$ cat config.mk
export PLATFORM = sky130hd
export DESIGN_NAME = frame_delta_bounding_box_flat
export DESIGN_NICKNAME = d
export VERILOG_FILES = /design/src/rtl/fdbb_pkg.sv /design/src/rtl/fdbb_pix_if.sv /design/src/rtl/frame_delta_bounding_box.sv /design/src/flat_wrapper.sv
export SDC_FILE = /design/constraint.sdc
export NUM_CORES = 1
export LEC_CHECK = 0
export ABC_CLOCK_PERIOD_IN_PS = 31300
export BUFFER_PORTS_ARGS = -buffer_cell sky130_fd_sc_hd__buf_2
export CAP_MARGIN = 25
export CORE_MARGIN = 4
export CORE_UTILIZATION = 30
export DETAILED_ROUTE_END_ITERATION = 8
export GPL_TIMING_DRIVEN = 0
export HOLD_SLACK_MARGIN = 0.1
export PLACE_DENSITY_LB_ADDON = 0.2
export SETUP_SLACK_MARGIN = 0.1
export SYNTH_ARGS = -nofsm -noshare
export SYNTH_HDL_FRONTEND = slang
export SYNTH_SLANG_ARGS = --single-unit
$ cat constraint.sdc
create_clock -name clk_i -period 31.3 [get_ports clk_i]
set_input_delay 6.26 -clock clk_i [delete_from_list [all_inputs] [get_ports clk_i]]
set_output_delay 6.26 -clock clk_i [all_outputs]
set_load 0.02 [all_outputs]
$ cat src/rtl/fdbb_pkg.sv
// Package of shared types, constants and functions for the frame delta bounding box.
`timescale 1ns / 1ps

package fdbb_pkg;

  localparam int unsigned ChanW      = 8;
  localparam int unsigned DeltaW     = 18;
  localparam int unsigned PosW       = 10;
  localparam int unsigned SpanW      = 11;
  localparam int unsigned CfgDataW   = 11;
  localparam int unsigned CfgIdxW    = 1;

  localparam int unsigned MaxWidthDefault  = 1024;
  localparam int unsigned MaxHeightDefault = 1024;
  localparam int unsigned FrameWidthReset  = 320;
  localparam int unsigned FrameHeightReset = 200;

  typedef enum logic [CfgIdxW-1:0] {
    RegFrameWidth  = 1'b0,
    RegFrameHeight = 1'b1
  } cfg_reg_e;

  typedef struct packed {
    logic [ChanW-1:0] old_red;
    logic [ChanW-1:0] old_green;
    logic [ChanW-1:0] old_blue;
    logic [ChanW-1:0] new_red;
    logic [ChanW-1:0] new_green;
    logic [ChanW-1:0] new_blue;
  } pix_t;

  typedef struct packed {
    logic [DeltaW-1:0] pixel_delta;
    logic              frame_done;
    logic              box_empty;
    logic [PosW-1:0]   box_left;
    logic [PosW-1:0]   box_top;
    logic [SpanW-1:0]  box_width;
    logic [SpanW-1:0]  box_height;
  } res_t;

  // Square of the absolute difference of two channel values.
  function automatic logic [2*ChanW-1:0] sq_diff(logic [ChanW-1:0] a, logic [ChanW-1:0] b);
    logic [ChanW-1:0] d;
    d = (a > b) ? (a - b) : (b - a);
    return (2*ChanW)'(d) * (2*ChanW)'(d);
  endfunction

  // Index of the last column or row for a size register, with the size saturated to 1..top.
  function automatic int unsigned last_index(logic [CfgDataW-1:0] v, int unsigned top);
    int unsigned s;
    s = 32'(v);
    if (s == 0) begin
      return 0;
    end else if (s > top) begin
      return top - 1;
    end
    return s - 1;
  endfunction

endpackage

$ cat src/rtl/fdbb_pix_if.sv
// Channel interfaces for pixel items in and result items out.
`timescale 1ns / 1ps

interface fdbb_pix_if;
  import fdbb_pkg::*;
  logic valid;
  logic ready;
  pix_t data;
  modport source (output valid, output data, input ready);
  modport sink (input valid, input data, output ready);
endinterface

interface fdbb_res_if;
  import fdbb_pkg::*;
  logic valid;
  logic ready;
  res_t data;
  modport source (output valid, output data, input ready);
  modport sink (input valid, input data, output ready);
endinterface

$ cat src/rtl/frame_delta_bounding_box.sv
// Top level of the frame delta bounding box: pixel delta and box of change per frame.
// The block takes one pixel pair per clock, while the output is not stalled, and gives
// one result item for each. A pixel is held in an input register, and the squared
// difference, the raster counters and the box tracking are all resolved in the single
// step from that register into the result register, which holds the result item while
// the output is stalled; so the sustained rate is one item per clock when the output
// is not stalled. While a finished result waits, the input side accepts a pixel only
// into an empty input register. The frame size registers are saturated to
// 1..MAX_WIDTH and 1..MAX_HEIGHT when written; the box is reported on the last pixel of
// each frame, including that pixel, and the tracking then starts afresh.
`timescale 1ns / 1ps

module frame_delta_bounding_box #(
  parameter int unsigned MAX_WIDTH  = fdbb_pkg::MaxWidthDefault,
  parameter int unsigned MAX_HEIGHT = fdbb_pkg::MaxHeightDefault
) (
  input  logic                           clk_i,
  input  logic                           rst_ni,
  fdbb_pix_if.sink                       pix_i,
  fdbb_res_if.source                     res_o,
  input  logic                           cfg_we_i,
  input  logic [fdbb_pkg::CfgIdxW-1:0]   cfg_idx_i,
  input  logic [fdbb_pkg::CfgDataW-1:0]  cfg_data_i
);
  import fdbb_pkg::*;

  localparam int unsigned ColW = (MAX_WIDTH > 1) ? $clog2(MAX_WIDTH) : 1;
  localparam int unsigned RowW = (MAX_HEIGHT > 1) ? $clog2(MAX_HEIGHT) : 1;
  localparam logic [ColW-1:0] ColLastRst =
    ColW'(last_index(CfgDataW'(FrameWidthReset), MAX_WIDTH));
  localparam logic [RowW-1:0] RowLastRst =
    RowW'(last_index(CfgDataW'(FrameHeightReset), MAX_HEIGHT));
  localparam logic [ColW-1:0] ColMinRst = ColW'(MAX_WIDTH - 1);
  localparam logic [RowW-1:0] RowMinRst = RowW'(MAX_HEIGHT - 1);

  logic [ColW-1:0] col_last_q;
  logic [RowW-1:0] row_last_q;

  logic            s1_v_q;
  pix_t            s1_q;
  logic            out_v_q;
  res_t            out_q;
  res_t            res_d;

  logic [ColW-1:0] col_q, col_d, min_col_q, min_col_d, max_col_q, max_col_d;
  logic [RowW-1:0] row_q, row_d, min_row_q, min_row_d, max_row_q, max_row_d;
  logic            any_q, any_d;

  logic            out_adv;
  logic            s1_adv;
  logic            changed;
  logic            last_col;
  logic            last_row;
  logic            done;
  logic [ColW:0]   span_col;
  logic [RowW:0]   span_row;

  assign out_adv     = !out_v_q || res_o.ready;
  assign s1_adv      = s1_v_q && out_adv;
  assign pix_i.ready = !s1_v_q || out_adv;
  assign res_o.valid = out_v_q;
  assign res_o.data  = out_q;

  always_ff @(posedge clk_i or negedge rst_ni) begin
    if (!rst_ni) begin
      col_last_q <= ColLastRst;
      row_last_q <= RowLastRst;
    end else if (cfg_we_i) begin
      case (cfg_reg_e'(cfg_idx_i))
        RegFrameWidth:  col_last_q <= ColW'(last_index(cfg_data_i, MAX_WIDTH));
        RegFrameHeight: row_last_q <= RowW'(last_index(cfg_data_i, MAX_HEIGHT));
        default: ;
      endcase
    end
  end

  always_comb begin
    changed = (s1_q.old_red != s1_q.new_red) || (s1_q.old_green != s1_q.new_green) ||
              (s1_q.old_blue != s1_q.new_blue);
    last_col = col_q >= col_last_q;
    last_row = row_q >= row_last_q;
    done     = last_col && last_row;

    min_col_d = (changed && col_q < min_col_q) ? col_q : min_col_q;
    max_col_d = (changed && col_q > max_col_q) ? col_q : max_col_q;
    min_row_d = (changed && row_q < min_row_q) ? row_q : min_row_q;
    max_row_d = (changed && row_q > max_row_q) ? row_q : max_row_q;
    any_d     = any_q || changed;
    span_col  = {1'b0, max_col_d} - {1'b0, min_col_d} + (ColW+1)'(1);
    span_row  = {1'b0, max_row_d} - {1'b0, min_row_d} + (RowW+1)'(1);

    res_d.pixel_delta = DeltaW'(sq_diff(s1_q.old_red, s1_q.new_red)) +
                        DeltaW'(sq_diff(s1_q.old_green, s1_q.new_green)) +
                        DeltaW'(sq_diff(s1_q.old_blue, s1_q.new_blue));
    res_d.frame_done  = done;
    res_d.box_empty   = done && !any_d;
    res_d.box_left    = '0;
    res_d.box_top     = '0;
    res_d.box_width   = '0;
    res_d.box_height  = '0;
    if (done && any_d) begin
      res_d.box_left   = PosW'(min_col_d);
      res_d.box_top    = PosW'(min_row_d);
      res_d.box_width  = SpanW'(span_col);
      res_d.box_height = SpanW'(span_row);
    end

    col_d = col_q + ColW'(1);
    row_d = row_q;
    if (done) begin
      col_d     = '0;
      row_d     = '0;
      min_col_d = ColMinRst;
      max_col_d = '0;
      min_row_d = RowMinRst;
      max_row_d = '0;
      any_d     = 1'b0;
    end else if (last_col) begin
      col_d = '0;
      row_d = row_q + RowW'(1);
    end
  end

  always_ff @(posedge clk_i or negedge rst_ni) begin
    if (!rst_ni) begin
      s1_v_q    <= 1'b0;
      out_v_q   <= 1'b0;
      col_q     <= '0;
      row_q     <= '0;
      min_col_q <= ColMinRst;
      max_col_q <= '0;
      min_row_q <= RowMinRst;
      max_row_q <= '0;
      any_q     <= 1'b0;
    end else begin
      if (pix_i.ready) begin
        s1_v_q <= pix_i.valid;
      end
      if (out_adv) begin
        out_v_q <= s1_v_q;
      end
      if (s1_adv) begin
        col_q     <= col_d;
        row_q     <= row_d;
        min_col_q <= min_col_d;
        max_col_q <= max_col_d;
        min_row_q <= min_row_d;
        max_row_q <= max_row_d;
        any_q     <= any_d;
      end
    end
  end

  always_ff @(posedge clk_i) begin
    if (pix_i.ready && pix_i.valid) begin
      s1_q <= pix_i.data;
    end
    if (s1_adv) begin
      out_q <= res_d;
    end
  end

endmodule

$ cat src/flat_wrapper.sv
// flat-port wrapper written by rule: the top's interface ports become plain ports
module frame_delta_bounding_box_flat import fdbb_pkg::*;
#(
  parameter int unsigned MAX_WIDTH  = fdbb_pkg::MaxWidthDefault,
  parameter int unsigned MAX_HEIGHT = fdbb_pkg::MaxHeightDefault
)
  (clk_i, rst_ni, cfg_we_i, cfg_idx_i, cfg_data_i, pix_i_valid, pix_i_data, pix_i_ready, res_o_valid, res_o_data, res_o_ready);
  fdbb_pix_if pix_i_i ();
  fdbb_res_if res_o_i ();
  input  logic clk_i;
  input  logic rst_ni;
  input  logic cfg_we_i;
  input  logic [fdbb_pkg::CfgIdxW-1:0] cfg_idx_i;
  input  logic [fdbb_pkg::CfgDataW-1:0] cfg_data_i;
  input wire logic [$bits(pix_i_i.valid)-1:0] pix_i_valid;
  input wire logic [$bits(pix_i_i.data)-1:0] pix_i_data;
  output wire logic [$bits(pix_i_i.ready)-1:0] pix_i_ready;
  output wire logic [$bits(res_o_i.valid)-1:0] res_o_valid;
  output wire logic [$bits(res_o_i.data)-1:0] res_o_data;
  input wire logic [$bits(res_o_i.ready)-1:0] res_o_ready;
  assign pix_i_i.valid = pix_i_valid;
  assign pix_i_i.data = pix_i_data;
  assign pix_i_ready = pix_i_i.ready;
  assign res_o_valid = res_o_i.valid;
  assign res_o_data = res_o_i.data;
  assign res_o_i.ready = res_o_ready;
  frame_delta_bounding_box #(.MAX_WIDTH(MAX_WIDTH), .MAX_HEIGHT(MAX_HEIGHT)) u_core (.clk_i(clk_i), .rst_ni(rst_ni), .pix_i(pix_i_i), .res_o(res_o_i), .cfg_we_i(cfg_we_i), .cfg_idx_i(cfg_idx_i), .cfg_data_i(cfg_data_i));
endmodule
=== After elaboration in Yosys (flattened, before gate mapping) ===
Cells that the tools add are included.

* Flip-flop bits (word level): 193
* Input bits: 65
* Output and inout port bits: 64
* Logic and storage cells: 104

* Add/subtract/negate cells: 15
* Multipliers: 3
* $lt $le $gt $ge: 10
* Eq/ne operators: 3
* Mux-type cells: 26
* Bitwise logic cells: 1
* Reductions and logical operators: 22

{| class="wikitable"
|+ Operators by type and width
! cell !! count
|-
| 10-bit 2-to-1 mux || 16
|-
| 8-bit by 8-bit multiplier with 16-bit output || 3
|-
| 8-bit subtractor || 6
|-
| 8-bit > comparator || 3
|-
| 8-bit 2-to-1 mux || 3
|-
| 8-bit != test || 3
|-
| 11-bit by 1-bit adder with 11-bit output (second input constant) || 2
|-
| 10-bit by 10-bit subtractor with 11-bit output || 2
|-
| 10-bit by 1-bit adder with 10-bit output (second input constant) || 2
|-
| 10-bit >= comparator || 2
|-
| 10-bit > comparator || 2
|-
| 10-bit < comparator || 2
|-
| 18-bit by 16-bit adder with 18-bit output || 1
|-
| 16-bit by 16-bit adder with 17-bit output || 1
|-
| 11-bit > comparator (second input constant) || 1
|-
| 11-bit logical NOT || 1
|-
| 10-bit by 1-bit subtractor with 10-bit output (second input constant) || 1
|-
| 1-bit logical AND || 9
|-
| 1-bit 2-to-1 mux || 7
|-
| 2-bit AND reduction || 3
|-
| 1-bit logical OR || 5
|-
| 1-bit logical NOT || 3
|-
| 2-bit nonzero test || 1
|-
| 1-bit inverter || 1
|}

=== Depth between registers and ports, before layout ===
Gate-level depths: netlist (run 1).

* Depth in word-level cells: 7
* Gate-level depth with buffers: 41
* Depth with buffers taken out: 41

=== Worst setup path before layout (run 1) ===
No wires, ideal clock.

* Kind: input port to output port
* Start: in res_o_ready
* End: out pix_i_ready
* Arrival time: 6.538 ns
* Data required time: 25.040 ns
* Path slack: 18.502 ns
* Cell stages on the path: 1
* Path buffers: 0
* Cells stage by stage: nand3b_1

* Longest elaborated chain between the ends: 2

{| class="wikitable"
|+ RTL lines
! what !! RTL line !! text
|-
| start: declaration || flat_wrapper.sv:20 || <nowiki>input wire logic [$bits(res_o_i.ready)-1:0] res_o_ready;</nowiki>
|-
| 1-bit logical OR || frame_delta_bounding_box.sv:58 || <nowiki>assign out_adv = !out_v_q || res_o.ready;</nowiki>
|-
| 1-bit logical OR || frame_delta_bounding_box.sv:60 || <nowiki>assign pix_i.ready = !s1_v_q || out_adv;</nowiki>
|-
| end: declaration || flat_wrapper.sv:17 || <nowiki>output wire logic [$bits(pix_i_i.ready)-1:0] pix_i_ready;</nowiki>
|}

Every way passes these cells.

=== Worst setup path after layout (run 1) ===
Ends and elaborated chain as after synthesis.

==> results of run 1 <==
how the worst max path moves through the flow:
stage	start	endpoint	slack (ns)
finish	res_o_ready	pix_i_ready	18.24
floorplan	res_o_ready	pix_i_ready	18.50
detailed placement	res_o_ready	pix_i_ready	18.18
CTS	res_o_ready	pix_i_ready	18.18
global placement	res_o_ready	pix_i_ready	18.20
global route	res_o_ready	pix_i_ready	18.18
synthesized netlist by cell type (17+ instances only):
cell type | instances | area, sq um
a21oi_1 | 76 | 380.4
a21o_1 | 32 | 240.2
o21ai_0 | 79 | 395.4
dfrtp_1 | 51 | 1276
nand2_1 | 67 | 251.5
mux2i_1 | 38 | 380.4
fa_1 | 126 | 2522
edfxtp_1 | 110 | 3303
nor3_1 | 18 | 90.09
mux2_2 | 20 | 225.2
ha_1 | 239 | 2990
buf_2 | 19 | 95.09
xnor2_1 | 36 | 315.3
nor2_1 | 144 | 540.5
o22a_1 | 20 | 175.2
a22o_1 | 27 | 236.5
clkbuf_1 | 17 | 63.81
dfstp_2 | 32 | 840.8
inv_1 | 334 | 1254
nor2b_1 | 21 | 131.4
nand2b_1 | 34 | 212.7
xor2_1 | 23 | 201.4
state kept, by name, indices dropped and copies added (netlist names):
signal,count
u_core.any_q,1
u_core.col_last_q,10
u_core.col_q,10
u_core.max_col_q,10
u_core.max_row_q,10
u_core.min_col_q,10
u_core.min_row_q,10
u_core.res_o.data,62
u_core.res_o.valid,1
u_core.row_last_q,10
u_core.row_q,10
u_core.s1_q,48
u_core.s1_v_q,1
cells by family after synthesis:
logic type	count (synthesis)	share of synthesized area
simple gates	376	0.1065
xor+xnor	70	0.03901
compound gates	328	0.1242
buf+inv	381	0.08259
flops	193	0.3040
fa+ha+maj	365	0.3092
mux	59	0.03459
through the flow:
| stage | setup WS (ns) | hold slack (ns) | std cells | cell area (sq um) |
|---|---|---|---|---|
| after floorplan | 18.50 | 0.4498 | 1772 | 17830 |
| after global placement | 18.20 | 0.4712 | 2672 | 19430 |
| after detailed placement | 18.18 | 0.4740 | 2675 | 19520 |
| after CTS | 18.18 | 0.4861 | 2707 | 20140 |
| after global routing | 18.18 | 0.4996 | 2708 | 20150 |
| final | 18.24 | 0.4795 | 2708 | 20150 |
routing by layer:
layer	track usage	vias up	share of wire
met5	0	-	0
met3	0.02618	56	0.032
li1	-	6245	-
met2	0.2398	171	0.50
met1	0.1767	6264	0.44
met4	0.05060	0	0.028
worst register-to-register path: cells and delay by family (launching register included):
family,cells,cell delay (ns)
XOR/XNOR,3,0.79
adder cells (fa/ha/maj),14,6.23
AND/OR/NAND/NOR,5,0.84
flip-flops,1,0.39
AO/OA/AOI/OAI,6,1.34
buffers and inverters,10,0.84
multiplexers,1,0.15
final cells by class:
class                   count  area, sq um
fillers                  5985        38760
multi-input cells        1198        10940
flip-flops and latches    193         5420
inverters                 341         1280
well taps                 773        967.2
repair buffers            131        720.7
clock buffers              17        425.4
clock inverters            15        197.7
plain buffers              40        196.4
==> out/metrics.yaml, run 1 <==
grt_max_degree: 59
gr-usage-all-layers: 0.1398
path_depth: 3
synth_ff_type: "edfxtp_1"
grt_pass1_vias: 13040
vias: 12740
core_area_sq_um: 58910
portBuffers: 127
dieArea_sq_um: 63400
max_stage_delay_ns: 0.22
clock_latency_ns: 0.50
gp_congestion: 0.8243
cpMostUsedCell: "buf_2"
postSynthCellCount: 1772
die_y_um: 251.8
r2r_end: "u_core.res_o.data[60]"
totalWireLength_um: 42950
final_nets: 2352
drtIter0Drc: 468
finalMaxSlewViolations: 0
first_pass_iters: 5
pin_count: 129
numCtsBuffers: 17
antenna_cells: 0
hp-class: "register to register"
worstHoldStart: "u_core.col_last_q[8]"
drv_cap: 0
maxSlewHeadroom: 0.3287
dp_hpwl_um: 34610
mostFrequentLayoutCells: "334 x inv_1, 239 x ha_1, 145 x buf_2, 144 x nor2_1, 126 x fa_1"
regToRegSetupSlack_ns: 20.48
post_cts_buffers: 0
r2r-start: "u_core.s1_q[40]"
hold_viol: 0
drive_gt1_frac: 0.1499
netlist_area_sq_um: 17830
yosysSeqAreaShare: 0.3040
status: "finished clean"
wl_per_cell_um: 15.86
area_growth_pct: 12.99
routed_via_density: 4.703
synth_area_per_cell_sq_um: 10.06
ys_ff_latch: 193
cts_sinks: 193
fin_crit_ns: 13.06
required_ns: 25.04
htree_levels: 4
synth_edf_count: 110
initial_utilization: 0.3027
holdPathStages: 2
grt_pass1_wl_um: 70010
mostFrequentLayoutCell: "inv_1"
crit_arrival_ns: 6.80
gr-total-overflow: 0
endpoint_kind: "output port"
startpoint_type: "input pin"
remaining_drc_errors: 0
cts_buffer_depth: 2
final-setup-viol-count: 0
finalClockSkew_ns: 0.02235
whs_endpoint: "u_core.col_last_q[8]"
reg2reg_depth: 39
cts_tree: "yes"
hold_buffers: 0
setup-tns-final_ns: 0
clk_pin_slew_ns: 0.08
path_buf_inv: 2
clock-root-buffer: "clkbuf_16"
syn_nets: 2202
post_cts_resized: 0
core.rowCount: 89
synth_cell_type_count: 87
antenna_left: 0
cp_max_fo: 3
path_cells: "buf_2 -> nand3b_1 -> buf_2"
async_flop_share: 0.4301
die_width_um: 251.8
period_share: 0.4171
crit_type: "input pin to output port"
antenna_found_initial: 4
crit_family: "buffers and inverters"
worst_slew_pin_slew_ns: 0.9790
ys_warn_count: 0
fmax_ghz: 0.07659
fin_util: 0.3420
rsz0062_at_grt: "no"
slowest_stage: "nand3b_1"
Power of run 1 is left out: the tool's default activity adds up to more than one toggle a clock period on the data nets, which glitch-free logic cannot reach.
==> run 2: changes to the inputs <==
--- a/config.mk
+++ b/config.mk
@@ -5,7 +5,7 @@
 export SDC_FILE = /design/constraint.sdc
 export NUM_CORES = 1
 export LEC_CHECK = 0
-export ABC_CLOCK_PERIOD_IN_PS = 31300
+export ABC_CLOCK_PERIOD_IN_PS = 11000
 export BUFFER_PORTS_ARGS = -buffer_cell sky130_fd_sc_hd__buf_2
 export CAP_MARGIN = 25
 export CORE_MARGIN = 4
==> constraint.sdc (replaced) <==
create_clock -name clk_i -period 11 [get_ports clk_i]
set_input_delay 2.2 -clock clk_i [delete_from_list [all_inputs] [get_ports clk_i]]
set_output_delay 2.2 -clock clk_i [all_outputs]
set_load 0.02 [all_outputs]
==> run 2 against run 1 <==
- count of clock-buffer cells in the layout unchanged
- flip-flop and latch count did not move
- worst hold slack hardly changed
- non-clock buffer count is 15 higher
- first-iteration DRC count up 10%
- wire length rose by 0.78%
- die area unchanged
- sequential share of layout area shrank 0.35 points
==> out/metrics.yaml, run 2 (synthesis results as in run 1) <==
status: "finished clean"
dp_hpwl_um: 34610  # unchanged
finalNonFillerCells: 2723  # +0.55%
mostFrequentLayoutCells: "334 x inv_1, 238 x ha_1, 144 x buf_2, 144 x nor2_1, 126 x fa_1"
vias: 12800  # +0.46%
rsz0062_at_grt: "no"
final-setup-viol-count: 0  # unchanged
gr-usage-all-layers: 0.1398  # unchanged
remaining_drc_errors: 0  # unchanged
period_share: 0.9522
finalMaxSlewViolations: 0  # unchanged
gp_congestion: 0.8243  # unchanged
hold_viol: 0  # unchanged
maxSlewHeadroom: 0.3377  # +0.009013
drtIter0Drc: 516  # +10%
die_y_um: 251.8  # unchanged
antenna_cells: 0  # unchanged
grt_max_degree: 59  # unchanged
fin_crit_ns: 10.47
grt_pass1_wl_um: 70010  # unchanged
antenna_left: 0  # unchanged
cp_max_fo: 8  # +5
setup-tns-final_ns: 0  # unchanged
worst_slew_pin_slew_ns: 0.9659  # -0.01314 ns
pin_count: 129  # unchanged
crit_arrival_ns: 10.70  # +3.90 ns
finalClockSkew_ns: 0.02372  # +0.001372 ns
drv_cap: 0  # unchanged
startpoint_type: "register"
numCtsBuffers: 17  # unchanged
portBuffers: 127  # unchanged
hold_buffers: 0  # unchanged
initial_utilization: 0.3027  # unchanged
routed_via_density: 4.699  # about the same
final_nets: 2367  # +0.64%
required_ns: 11.23  # -13.81 ns
clock_latency_ns: 0.50  # about the same
core_area_sq_um: 58910  # unchanged
wl_per_cell_um: 15.90  # +0.23%
hp-class: "register to register"
cts_buffer_depth: 2  # unchanged
slowest_stage: "fa_1"
largest_reg_flops: 62  # unchanged
cpMostUsedCell: "fa_1"
core.rowCount: 89  # unchanged
gr-total-overflow: 0  # unchanged
area_growth_pct: 14.49
fill_cells: 5965  # -0.33%
die_width_um: 251.8  # unchanged
grt_pass1_vias: 13040  # unchanged
fmax_ghz: 0.09548
cts_sinks: 193  # unchanged
placed_cells: 2675  # unchanged
clk_pin_slew_ns: 0.08  # about the same
drive_gt1_frac: 0.1621  # +0.01218
cts_tree: "yes"
max_stage_delay_ns: 0.56  # +0.34 ns
mostFrequentLayoutCell: "inv_1"
dieArea_sq_um: 63400  # unchanged
antenna_found_initial: 4  # unchanged
first_pass_iters: 5  # unchanged
endpoint_kind: "register"
crit_type: "register to register"
totalWireLength_um: 43290  # +0.78%
htree_levels: 4  # unchanged
clock-root-buffer: "clkbuf_16"
-- run 2: worst paths after layout --
check	slack, ns	depth (start not counted)	end	start
worst max-delay path	0.53	41	u_core.res_o.data[60]	u_core.s1_q[40]
worst min-delay path	0.48	2	u_core.col_last_q[8]	u_core.col_last_q[8]
worst max register to register	0.53	41	u_core.res_o.data[60]	u_core.s1_q[40]
worst min register to register	0.48	2	u_core.col_last_q[8]	u_core.col_last_q[8]
max in group asynchronous	8.66	2	u_core.min_row_q[4]	rst_ni
min in group asynchronous	1.69	1	u_core.row_last_q[4]	rst_ni
-- run 2: metrics by stage --
stage	instance area, sq um	hold slack, ns	utilization	setup slack, ns
floorplan	17830	0.4498	-	1.196
global placement	19430	0.4712	0.3299	0.1523
detailed placement	19520	0.4740	0.3313	0.1423
CTS	20140	0.4861	0.3419	0.1024
global route	20410	0.4996	0.3466	0.05926
finish	20410	0.4795	0.3466	0.5263
-- run 2: what timing repair did --
item / 4_1_cts / 5_1_grt
setup endpoints to repair: 0 / 7
hold endpoints to repair: 0 / 0
buffers inserted: 0 / 16
resized for setup: 0 / 19
-- run 2: critical path: cells and delay by family (launching register included) --
family	cells	cell delay (ns)
AOI/OAI and AO/OA	6	1.15
muxes	1	0.28
DFF	1	0.39
adders and majority gates	14	6.17
xor gates and xnor gates	3	0.52
buffers and inverters	12	0.83
and+or+nand+nor	5	0.90
-- run 2: cell type report --
class | instances | area (sq um) | share of cell area
multi-input cells | 1198 | 11050 | 0.5411
flip-flops and latches | 193 | 5420 | 0.2655
inverters | 341 | 1280 | 0.06270
well taps | 773 | 967.2 | 0.04738
repair buffers | 147 | 878.3 | 0.04303
clock buffers | 17 | 425.4 | 0.02084
plain buffers | 39 | 198.9 | 0.009745
clock inverters | 15 | 197.7 | 0.009684
-- run 2: metal layers --
metal  wire [um]  track usage  part of all wire  up-vias
met5           0            0                 0        -
met4        1279      0.05060             0.030        0
met3        1374      0.02618             0.032       58
met2       21660       0.2398              0.50      175
met1       18970       0.1767              0.44     6294
li1            -            -                 -     6268
Power of run 2 is left out for the same reason.
